[config.mk]
export PLATFORM = sky130hd
export DESIGN_NAME = lfba_ctrl
export DESIGN_NICKNAME = d
export VERILOG_FILES = /design/src/rtl/lfba_pkg.sv /design/src/rtl/lfba_ctrl.sv
export SDC_FILE = /design/constraint.sdc
export NUM_CORES = 1
export LEC_CHECK = 0
export BUFFER_PORTS_ARGS = -buffer_cell sky130_fd_sc_hd__buf_2
export CORE_MARGIN = 2
export CORE_UTILIZATION = 45
export DETAILED_ROUTE_END_ITERATION = 10
export PLACE_DENSITY_LB_ADDON = 0.2
export SYNTH_ARGS = -nofsm -noshare
export SYNTH_HDL_FRONTEND = slang
export SYNTH_SLANG_ARGS = --single-unit
[constraint.sdc]
create_clock -name clk -period 5.4 [get_ports clk]
set_clock_uncertainty 0.15 [all_clocks]
set_input_delay 1.62 -clock clk [delete_from_list [all_inputs] [get_ports clk]]
set_output_delay 1.62 -clock clk [all_outputs]
set_load 0.005 [all_outputs]
[src/rtl/lfba_pkg.sv]
// Package: shared types and constants of the largest free block allocator.
`default_nettype none
package lfba_pkg;

  localparam int CELL_W = 21;
  localparam int ID_W   = 10;
  localparam int CFG_W  = 32;

  typedef struct packed {
    logic              free;
    logic [CELL_W-1:0] start;
    logic [CELL_W-1:0] size;
  } sec_t;

  typedef enum logic [4:0] {
    S_INIT, S_IDLE,
    S_A_CHECK, S_A_RDH, S_A_RDS, S_A_CMP, S_A_DECIDE, S_A_FAIL,
    S_A_POP, S_A_SPL1, S_A_SPL2, S_A_RDLAST, S_A_NOSPL, S_A_DONE,
    S_F_OWN, S_F_OWNQ, S_F_SECQ, S_F_PCHK,
    S_R_RDH, S_R_CMP, S_R_RDL, S_R_WR,
    S_F_PUNL, S_F_RDN, S_F_NRD, S_F_NCHK, S_F_NUNL, S_F_FIN
  } st_t;

  typedef enum logic [4:0] {
    OP_NOP, OP_INIT, OP_LOAD, OP_A_START, OP_RD_HEAP, OP_RD_SEC_H, OP_A_CMP,
    OP_OUT_FAIL, OP_OUT_OK, OP_POP, OP_SPL1, OP_SPL2, OP_RD_LAST, OP_NOSPL,
    OP_RD_OWN, OP_F_CLR, OP_F_LOADS, OP_F_PMERGE, OP_INC, OP_R_WR, OP_PUNL,
    OP_RD_NEXT, OP_F_NRD, OP_F_NMERGE, OP_NUNL, OP_FIN
  } dp_op_t;

  typedef struct packed {
    dp_op_t op;
    logic   in_ready;
  } cmd_t;

  typedef struct packed {
    logic cfg_wr;
    logic in_valid;
    logic in_op;
    logic init_last;
    logic bad_req;
    logic id_oor;
    logic idx_end;
    logic dec_fail;
    logic dec_split;
    logic hit;
    logic own_valid;
    logic sec_free;
    logic nb_none;
    logic out_busy;
    logic ret_next;
  } stat_t;

endpackage
`default_nettype wire

[src/rtl/lfba_ctrl.sv]
// Controller: sequences allocate, free and clearing steps of the datapath.
`default_nettype none
module lfba_ctrl (
  input  wire logic          clk,
  input  wire logic          rst,
  input  wire lfba_pkg::stat_t st,
  output lfba_pkg::cmd_t     cmd
);

  lfba_pkg::st_t state, state_next;

  always_ff @(posedge clk) begin
    if (rst) begin
      state <= lfba_pkg::S_INIT;
    end else begin
      state <= state_next;
    end
  end

  always_comb begin
    state_next = state;
    case (state)
      lfba_pkg::S_INIT:     if (st.init_last) state_next = lfba_pkg::S_IDLE;
      lfba_pkg::S_IDLE: begin
        if (st.in_valid) begin
          state_next = st.in_op ? lfba_pkg::S_F_OWN : lfba_pkg::S_A_CHECK;
        end
      end
      lfba_pkg::S_A_CHECK:
        state_next = st.bad_req ? lfba_pkg::S_A_FAIL : lfba_pkg::S_A_RDH;
      lfba_pkg::S_A_RDH:
        state_next = st.idx_end ? lfba_pkg::S_A_DECIDE : lfba_pkg::S_A_RDS;
      lfba_pkg::S_A_RDS:    state_next = lfba_pkg::S_A_CMP;
      lfba_pkg::S_A_CMP:    state_next = lfba_pkg::S_A_RDH;
      lfba_pkg::S_A_DECIDE: begin
        if (st.dec_fail) state_next = lfba_pkg::S_A_FAIL;
        else if (st.dec_split) state_next = lfba_pkg::S_A_POP;
        else state_next = lfba_pkg::S_A_RDLAST;
      end
      lfba_pkg::S_A_FAIL:   if (!st.out_busy) state_next = lfba_pkg::S_IDLE;
      lfba_pkg::S_A_POP:    state_next = lfba_pkg::S_A_SPL1;
      lfba_pkg::S_A_SPL1:   state_next = lfba_pkg::S_A_SPL2;
      lfba_pkg::S_A_SPL2:   state_next = lfba_pkg::S_A_DONE;
      lfba_pkg::S_A_RDLAST: state_next = lfba_pkg::S_A_NOSPL;
      lfba_pkg::S_A_NOSPL:  state_next = lfba_pkg::S_A_DONE;
      lfba_pkg::S_A_DONE:   if (!st.out_busy) state_next = lfba_pkg::S_IDLE;
      lfba_pkg::S_F_OWN:
        state_next = st.id_oor ? lfba_pkg::S_IDLE : lfba_pkg::S_F_OWNQ;
      lfba_pkg::S_F_OWNQ:
        state_next = st.own_valid ? lfba_pkg::S_F_SECQ : lfba_pkg::S_IDLE;
      lfba_pkg::S_F_SECQ:
        state_next = st.sec_free ? lfba_pkg::S_IDLE : lfba_pkg::S_F_PCHK;
      lfba_pkg::S_F_PCHK: begin
        if (st.nb_none || !st.sec_free) state_next = lfba_pkg::S_F_RDN;
        else state_next = lfba_pkg::S_R_RDH;
      end
      lfba_pkg::S_R_RDH: begin
        if (!st.idx_end) state_next = lfba_pkg::S_R_CMP;
        else state_next = st.ret_next ? lfba_pkg::S_F_NUNL : lfba_pkg::S_F_PUNL;
      end
      lfba_pkg::S_R_CMP:
        state_next = st.hit ? lfba_pkg::S_R_RDL : lfba_pkg::S_R_RDH;
      lfba_pkg::S_R_RDL:    state_next = lfba_pkg::S_R_WR;
      lfba_pkg::S_R_WR:
        state_next = st.ret_next ? lfba_pkg::S_F_NUNL : lfba_pkg::S_F_PUNL;
      lfba_pkg::S_F_PUNL:   state_next = lfba_pkg::S_F_RDN;
      lfba_pkg::S_F_RDN:    state_next = lfba_pkg::S_F_NRD;
      lfba_pkg::S_F_NRD:    state_next = lfba_pkg::S_F_NCHK;
      lfba_pkg::S_F_NCHK: begin
        if (st.nb_none || !st.sec_free) state_next = lfba_pkg::S_F_FIN;
        else state_next = lfba_pkg::S_R_RDH;
      end
      lfba_pkg::S_F_NUNL:   state_next = lfba_pkg::S_F_FIN;
      lfba_pkg::S_F_FIN:    state_next = lfba_pkg::S_IDLE;
      default:              state_next = lfba_pkg::S_INIT;
    endcase
    if (st.cfg_wr) state_next = lfba_pkg::S_INIT;
  end

  always_comb begin
    cmd.in_ready = 1'b0;
    cmd.op       = lfba_pkg::OP_NOP;
    case (state)
      lfba_pkg::S_INIT:     cmd.op = lfba_pkg::OP_INIT;
      lfba_pkg::S_IDLE: begin
        cmd.in_ready = !st.cfg_wr;
        if (st.in_valid && !st.cfg_wr) cmd.op = lfba_pkg::OP_LOAD;
      end
      lfba_pkg::S_A_CHECK:  cmd.op = lfba_pkg::OP_A_START;
      lfba_pkg::S_A_RDH:    if (!st.idx_end) cmd.op = lfba_pkg::OP_RD_HEAP;
      lfba_pkg::S_A_RDS:    cmd.op = lfba_pkg::OP_RD_SEC_H;
      lfba_pkg::S_A_CMP:    cmd.op = lfba_pkg::OP_A_CMP;
      lfba_pkg::S_A_DECIDE: cmd.op = lfba_pkg::OP_NOP;
      lfba_pkg::S_A_FAIL:   if (!st.out_busy) cmd.op = lfba_pkg::OP_OUT_FAIL;
      lfba_pkg::S_A_POP:    cmd.op = lfba_pkg::OP_POP;
      lfba_pkg::S_A_SPL1:   cmd.op = lfba_pkg::OP_SPL1;
      lfba_pkg::S_A_SPL2:   cmd.op = lfba_pkg::OP_SPL2;
      lfba_pkg::S_A_RDLAST: cmd.op = lfba_pkg::OP_RD_LAST;
      lfba_pkg::S_A_NOSPL:  cmd.op = lfba_pkg::OP_NOSPL;
      lfba_pkg::S_A_DONE:   if (!st.out_busy) cmd.op = lfba_pkg::OP_OUT_OK;
      lfba_pkg::S_F_OWN:    if (!st.id_oor) cmd.op = lfba_pkg::OP_RD_OWN;
      lfba_pkg::S_F_OWNQ:   if (st.own_valid) cmd.op = lfba_pkg::OP_F_CLR;
      lfba_pkg::S_F_SECQ:   if (!st.sec_free) cmd.op = lfba_pkg::OP_F_LOADS;
      lfba_pkg::S_F_PCHK:
        if (!st.nb_none && st.sec_free) cmd.op = lfba_pkg::OP_F_PMERGE;
      lfba_pkg::S_R_RDH:    if (!st.idx_end) cmd.op = lfba_pkg::OP_RD_HEAP;
      lfba_pkg::S_R_CMP:    if (!st.hit) cmd.op = lfba_pkg::OP_INC;
      lfba_pkg::S_R_RDL:    cmd.op = lfba_pkg::OP_RD_LAST;
      lfba_pkg::S_R_WR:     cmd.op = lfba_pkg::OP_R_WR;
      lfba_pkg::S_F_PUNL:   cmd.op = lfba_pkg::OP_PUNL;
      lfba_pkg::S_F_RDN:    cmd.op = lfba_pkg::OP_RD_NEXT;
      lfba_pkg::S_F_NRD:    cmd.op = lfba_pkg::OP_F_NRD;
      lfba_pkg::S_F_NCHK:
        if (!st.nb_none && st.sec_free) cmd.op = lfba_pkg::OP_F_NMERGE;
      lfba_pkg::S_F_NUNL:   cmd.op = lfba_pkg::OP_NUNL;
      lfba_pkg::S_F_FIN:    cmd.op = lfba_pkg::OP_FIN;
      default:              cmd.op = lfba_pkg::OP_NOP;
    endcase
  end

endmodule
`default_nettype wire

==> reports/qor.yml, run 1 <==
global_route:
  grt_overflow: 0
  first_global_vias: 1101
  grt_usage_pct: 24.1
  grt_pass1_wl_mm: 5.08
  antenna_found_initial: 0
  grt_max_degree: 31
logic_synthesis:
  synth_edf_count: 0
  synth.cell_area_mm2: 0.00102
  synth_fp_nets: 174
  syn_inst: 157
  ys.flop_type: "dfxtp_1"
  ys_seq_area_share_pct: 9.79
  synth_area_per_cell_um2: 6.51
  synth_async_sr_flop_share_pct: 0
  ys_ff_latch: 5
  yosysWarnings: 0
  ys_types: 52
setup_path:
  required_ps: 3630
  crit_fanout: 6
  start_kind: "input pin"
  worst_setup_path_end_kind: "output port"
  path_class: "in2out"
  worstPathArrival_ps: 2650
cells_and_area:
  area_growth_pct: 10.0
  nets: 188
  fin_util_pct: 51.8
  top_regs: "state (5)"
  final_cell_mix: "22 x buf_2, 18 x nand2_1, 15 x nor2_1, 13 x a21oi_1, 11 x nor3_1"
  largest-register: "state"
  largest_register_ffs: 5
  final_common_cell: "buf_2"
  num_antenna_cells: 0
  drive_gt1_share_pct: 20.0
  final_cell_count_no_fill: 198
floorplan:
  io_pins: 23
  core-area_mm2: 0.00217
  rows: 17
  die_x_um: 51.7
  die_height_um: 51.7
  start_util_pct: 47.1
  die-area_mm2: 0.00267
timing:
  min_period_ps: 4420
  max_freq_ghz: 0.226
  tightest_slew_ps: 950
  setup_viol_count_final: 0
  post-route-period-util_pct: 81.9
  slew_viol_final: 0
  hold_viol: 0
  setup_tns_ps: 0
  rsz0062_at_grt: "false"
  setup_slack_ps: 977
  max_slew_margin_pct: 36.6
drt:
  vias: 1295
  vias_per_cell: 6.54
  finalWirelength_mm: 3.06
  routedWlPerCell_um: 15.5
  wl_met1_mm: 1.24
  dr.pass1.iters: 5
  wl_met3_um: 341
  drc_errors: 0
  drt_iter0_markers: 88
  routed-wl-met2_mm: 1.41
  top_layer: "met4"
  detail-route-antenna-nets: 0
job:
  cap_violations: 0
power:
  power_leakage_nw: 0.466
  ir_drop_mv: 0.135
  p_per_area_mw_per_mm2: 142
status:
  outcome: "finished clean"
placed_design:
  dpl.cell_count: 194
  place_congestion: 0.961
  hpwl_mm: 2.27
  dpl_worst_slack_ps: 1050
  io_buffers: 22
clock_tree:
  clock_sinks: 5
  ctsLongestPathBuffers: 2
  root_buffer: "clkbuf_4"
  cts_setup_buffers: 0
  ctsHoldBuffers: 0
  clk_latency_ps: 230
  htreeDepth: 1
  cts_tree: "yes"
  cts_inserted_buffers: 3
  post_cts_resized: 0
  clk_pin_slew_ps: 40
min_path:
  hold_class: "reg2reg"
[critical path, cell delays in order]
cell and delay, ps:
buf_2 110, nand2b_1 200, a21oi_1 130, o21ai_1 270, nand4_1 160, buf_2 160
[synth_stat cells, types with 2 or more instances]
cell type	number	area share, %
nor4bb_1	2	2.0
inv_1	2	0.73
nand2b_1	7	4.3
xor2_1	2	1.7
a21oi_1	13	6.4
o211a_1	2	2.0
o21ai_0	8	3.9
o21ai_1	3	1.5
a221oi_1	4	3.4
buf_1	2	0.73
nand2_1	18	6.6
nor2b_1	7	4.3
nor2_1	15	5.5
dfxtp_1	5	9.8
nor3_1	11	5.4
a31oi_1	4	2.4
inv_2	3	1.1
o32ai_1	2	1.7
o22ai_1	2	1.2
a22oi_1	2	1.5
nand4_1	3	1.8
buf_2	10	4.9
[final cells by class]
cell class                      count  area [um^2]
Fill cell                         244         1040
Sequential cell                     5          100
Multi-Input combinational cell    133          827
Inverter                            5         18.8
Clock buffer                        4         26.3
Tap cell                           28         35.0
Timing Repair Buffer               23          118
[where the power goes]
part | internal, mW | total (mW) | switching [mW]
logic | 0.0314 | 0.0659 | 0.0345
registers | 0.0391 | 0.0527 | 0.0136
clock network | 0.0278 | 0.0408 | 0.0130
total | 0.0982 | 0.159 | 0.0611
[stage by stage]
stage	hold slack, ps	power, mW	instance area [um^2]
2_1_floorplan	585	0.0987	1020
3_3_place_gp	765	0.117	1100
3_5_place_dp	774	0.118	1100
4_1_cts	780	0.160	1120
5_1_grt	847	0.171	1120
6_report	781	0.159	1120
[path summary, 6_finish.rpt]
kind                               from               endpoint  slack [ps]  cells past startpoint
setup reg to reg  state[3]$_SDFFE_PP0P_  state[3]$_SDFFE_PP0P_        3100                      5
hold / removal    state[1]$_SDFFE_PP0P_  state[1]$_SDFFE_PP0P_         780                      2
setup / recovery                  st[3]                 cmd[2]         980                      6
hold reg to reg   state[1]$_SDFFE_PP0P_  state[1]$_SDFFE_PP0P_         780                      2
[metal layers]
layer | global-route usage [%] | vias to the layer above
li1 | - | 619
met1 | 32.6 | 581
met2 | 40.0 | 85
met3 | 2.87 | 10
met4 | 7.46 | 0
met5 | 0 | -
[logic make-up after synthesis]
logic type	Yosys count	share of synthesized area, %
muxes	1	1.10
xor gates and xnor gates	2	1.71
and+or+nand+nor	73	40.0
buffers and inverters	19	9.30
DFF	5	9.79
AOI/OAI and AO/OA	57	38.1
Note: power is estimated with default switching activity, not from simulation.
==> inputs of run 2 (changes only) <==
Clock period 5.4 ns to 3.9 ns, I/O delays scaled along.
==> run 2 against run 1 <==
- flip-flop and latch count did not move
- first-iteration DRC count is 1.1% higher
- routed wire length grew 5.1%
- critical path depth unchanged
- sequential share of layout area down 0.23 points
- clock power is 42% higher
- register-to-register slack got worse by 1500 ps
- combinational power is 56% higher
- sequential power rose by 26%
- final area increased by 2.7%
- via count rose by 4.2%
- die area is the same
- critical path type unchanged
- highest routed layer unchanged
==> reports/qor.yml, run 2 (synthesized netlist as in run 1, its figures left out) <==
setup_path:
  worst_setup_path_end_kind: "output port"
  required_ps: 2580
  worstPathArrival_ps: 2130
  path_class: "in2out"
  startpoint: "st[2]"
  endpoint: "cmd[5]"
  crit_fanout: 6
  max_stage_delay_ps: 240
  path_cells: "buf_2 > nand2b_1 > a21oi_1 > o21ai_1 > o211ai_1 > buf_2"
  cp_slowest_cell: "a21oi_1"
  reg2reg_to: "state[3]$_SDFFE_PP0P_"
  cp_num_cells: 6
  cp_common_cell: "buf_2"
  ff2ff_setup_slack_ps: 1610
  start_kind: "input pin"
  critical_path.top_delay_family: "compound AO/OA/AOI/OAI gates"
  cp.buffers_inverters: 2
  reg2reg_from: "state[0]$_SDFFE_PP0P_"
  r2r_cells: 5
clock_tree:
  cts_inserted_buffers: 3
  ctsLongestPathBuffers: 2
  ctsHoldBuffers: 0
  root_buffer: "clkbuf_4"
  clock_sinks: 5
  cts_setup_buffers: 0
  clk_latency_ps: 230
  clk_pin_slew_ps: 40
  post_cts_resized: 0
  htreeDepth: 1
  cts_tree: "yes"
timing:
  setup_tns_ps: 0
  slew_viol_final: 0
  rsz0062_at_grt: "false"
  setup_viol_count_final: 0
  tightest_slew_ps: 709
  max_freq_ghz: 0.290
  min_period_ps: 3450
  max_slew_margin_pct: 52.7
  setup_slack_ps: 454
  hold_viol: 0
  post-route-period-util_pct: 88.4
job:
  cap_violations: 0
cells_and_area:
  fin_util_pct: 53.2
  area_growth_pct: 13.0
  n_fill_cell: 241
  multi_input_comb_area_um2: 827
  largest-register: "state"
  top_regs: "state (5)"
  num_antenna_cells: 0
  final_common_cell: "buf_2"
  largest_register_ffs: 5
  nets: 192
  seq_area_um2: 100
  final_cell_mix: "22 x buf_2, 18 x nand2_1, 15 x nor2_1, 13 x a21oi_1, 11 x nor3_1"
  drive_gt1_share_pct: 21.8
floorplan:
  rows: 17
  start_util_pct: 47.1
  die_height_um: 51.7
  core-area_mm2: 0.00217
  die_x_um: 51.7
  io_pins: 23
  die-area_mm2: 0.00267
placed_design:
  hpwl_mm: 2.40
  io_buffers: 22
  dpl_worst_slack_ps: 498
  place_congestion: 0.991
min_path:
  hold_class: "reg2reg"
drt:
  wl_met1_mm: 1.31
  routedWlPerCell_um: 15.9
  dr.pass1.iters: 5
  vias: 1349
  wl_met3_um: 390
  top_layer: "met4"
  detail-route-antenna-nets: 0
  drc_errors: 0
  vias_per_cell: 6.68
  routed-wl-met2_mm: 1.44
  drt_iter0_markers: 89
  finalWirelength_mm: 3.22
power:
  power_leakage_nw: 0.487
  p_per_area_mw_per_mm2: 196
  ir_drop_mv: 0.176
  finalPower_mw: 0.227
global_route:
  grt_overflow: 0
  grt_max_degree: 21
  first_global_vias: 1164
  grt_usage_pct: 25.6
  grt_pass1_wl_mm: 5.36
  antenna_found_initial: 0
status:
  outcome: "finished clean"
[run 2: cell count changes in the layout (fill, tap and decap cells not counted)]
| cell | previous run | this run |
|---|---|---|
| buf_4 | 1 | 5 |
[run 2: worst min-delay path by stage]
| stage | slack [ps] | cells past startpoint | to | startpoint |
|---|---|---|---|---|
| finish | 770 | 2 | state[2]$_SDFFE_PP0P_ | state[3]$_SDFFE_PP0P_ |
| global placement | 750 | 3 | state[1]$_SDFFE_PP0P_ | state[4]$_SDFFE_PP0P_ |
| detailed placement | 750 | 3 | state[1]$_SDFFE_PP0P_ | state[1]$_SDFFE_PP0P_ |
| CTS | 760 | 2 | state[2]$_SDFFE_PP0P_ | state[3]$_SDFFE_PP0P_ |
| global route | 820 | 2 | state[2]$_SDFFE_PP0P_ | state[3]$_SDFFE_PP0P_ |
| floorplan | 580 | 5 | state[4]$_SDFFE_PP0P_ | state[3]$_SDFFE_PP0P_ |
[run 2: power by group]
part / total [mW] / internal (mW) / switching (mW)
Clock: 0.0579 / 0.0386 / 0.0193
Combinational: 0.103 / 0.0461 / 0.0564
Sequential: 0.0664 / 0.0540 / 0.0124
[run 2: area by class of cell]
cell class                      count  area share [%]
Multi-Input combinational cell    133            71.6
Sequential cell                     5            8.67
Tap cell                           28            3.03
Clock buffer                        4            2.28
Timing Repair Buffer               27            12.8
Inverter                            5            1.63
[run 2: worst min-delay path: stages (launching register included)]
cell     delay, ps
dfxtp_1        450
a31oi_1        280
o211a_1        170
[run 2: per-layer routing]
metal	GRT usage [%]	vias to the layer above
met3	1.15	11
met5	0	-
li1	-	636
met1	36.8	593
met2	40.8	109
met4	8.77	0
[run 2: metrics by stage]
stage	instance area (um^2)	cells	hold slack [ps]
final	1150	202	773
after global routing	1150	202	820
after CTS	1150	202	758
after detailed placement	1130	198	750
after global placement	1130	198	754
after floorplan	1020	157	585
==> inputs of run 3 (changes only) <==
Clock period 3.9 ns to 4.35 ns, I/O delays scaled along.
==> run 3 against run 2 <==
- count of clock-buffer cells in the layout stayed put
- total power is 12% lower
- core utilization shrank 0.69 points
- critical path depth unchanged
- sequential share of layout area rose by 0.11 points
- register-to-register slack better by 440 ps
- critical endpoint is now cmd[2]
- worst setup slack improved by 160 ps
- critical path type unchanged
==> reports/qor.yml, run 3 (synthesized netlist as in run 1, its figures left out) <==
cells_and_area:
  area_growth_pct: 11.5
  final_common_cell: "buf_2"
  drive_gt1_share_pct: 20.9
  top_regs: "state (5)"
  largest-register: "state"
  fin_util_pct: 52.5
  final_cell_mix: "22 x buf_2, 18 x nand2_1, 15 x nor2_1, 13 x a21oi_1, 11 x nor3_1"
  num_antenna_cells: 0
  nets: 190
  largest_register_ffs: 5
setup_path:
  crit_fanout: 6
  path_class: "in2out"
  worst_setup_path_end_kind: "output port"
  required_ps: 2890
  reg2reg_from: "state[2]$_SDFFE_PP0P_"
  startpoint: "st[3]"
  worstPathArrival_ps: 2290
  start_kind: "input pin"
drt:
  finalWirelength_mm: 3.11
  drc_errors: 0
  wl_met3_um: 319
  top_layer: "met4"
  routed-wl-met2_mm: 1.45
  vias_per_cell: 6.49
  drt_iter0_markers: 69
  wl_met1_mm: 1.33
  routedWlPerCell_um: 15.6
  dr.pass1.iters: 4
  detail-route-antenna-nets: 0
  vias: 1297
floorplan:
  io_pins: 23
  die-area_mm2: 0.00267
  die_height_um: 51.7
  core-area_mm2: 0.00217
  rows: 17
  die_x_um: 51.7
  start_util_pct: 47.1
clock_tree:
  clock_sinks: 5
  clk_latency_ps: 240
  clk_pin_slew_ps: 40
  htreeDepth: 1
  ctsHoldBuffers: 0
  ctsLongestPathBuffers: 2
  root_buffer: "clkbuf_4"
  cts_tree: "yes"
  post_cts_resized: 0
  cts_setup_buffers: 0
  cts_inserted_buffers: 3
min_path:
  hold_class: "reg2reg"
  hp-start: "state[4]$_SDFFE_PP0P_"
placed_design:
  place_congestion: 0.991
  io_buffers: 22
  hpwl_mm: 2.30
global_route:
  first_global_vias: 1156
  antenna_found_initial: 0
  grt_overflow: 0
  grt_usage_pct: 26.1
  grt_pass1_wl_mm: 5.35
  grt_max_degree: 31
timing:
  min_period_ps: 3740
  tightest_slew_ps: 949
  setup_viol_count_final: 0
  hold_viol: 0
  slew_viol_final: 0
  rsz0062_at_grt: "false"
  max_slew_margin_pct: 36.7
  setup_tns_ps: 0
  max_freq_ghz: 0.267
  post-route-period-util_pct: 86.0
power:
  ir_drop_mv: 0.158
  power_leakage_nw: 0.476
  finalPower_mw: 0.199
  p_per_area_mw_per_mm2: 175
job:
  cap_violations: 0
status:
  outcome: "finished clean"
run 3: report_power, final:
| part | internal (mW) | switching (mW) |
|---|---|---|
| registers | 0.0485 | 0.0147 |
| clock network | 0.0345 | 0.0168 |
| logic | 0.0398 | 0.0447 |
run 3: metal layers:
layer	vias to the layer above	GRT usage, %
met5	-	0
met4	0	7.46
met3	4	3.74
met2	77	41.5
met1	589	36.5
li1	627	-
run 3: final timing paths:
| path | to | slack, ps | depth (start not counted) |
|---|---|---|---|
| setup / recovery | cmd[2] | 610 | 6 |
| hold / removal | state[1]$_SDFFE_PP0P_ | 690 | 3 |
| setup reg to reg | state[0]$_SDFFE_PP0P_ | 2050 | 5 |
| hold reg to reg | state[1]$_SDFFE_PP0P_ | 690 | 3 |
run 3: area by class of cell:
type,instances,area [um^2]
repair buffers,25,133
inverters,5,18.8
multi-input cells,133,827
fillers,240,1030
flip-flops and latches,5,100
well taps,28,35.0
clock buffers,4,26.3
run 3: critical path: stages:
cell,delay [ps]
buf_2,110
nand2b_1,200
a21oi_1,120
o21ai_1,270
nand4_1,130
buf_2,140
run 3: stage by stage:
| stage | hold WS, ps | setup slack (ps) | std cells | instance area (um^2) |
|---|---|---|---|---|
| after floorplan | 585 | 970 | 157 | 1020 |
| after detailed placement | 678 | 640 | 196 | 1110 |
| final | 691 | 609 | 200 | 1140 |
| after CTS | 686 | 633 | 200 | 1140 |
| after global routing | 787 | 479 | 200 | 1140 |
| after global placement | 697 | 642 | 196 | 1110 |
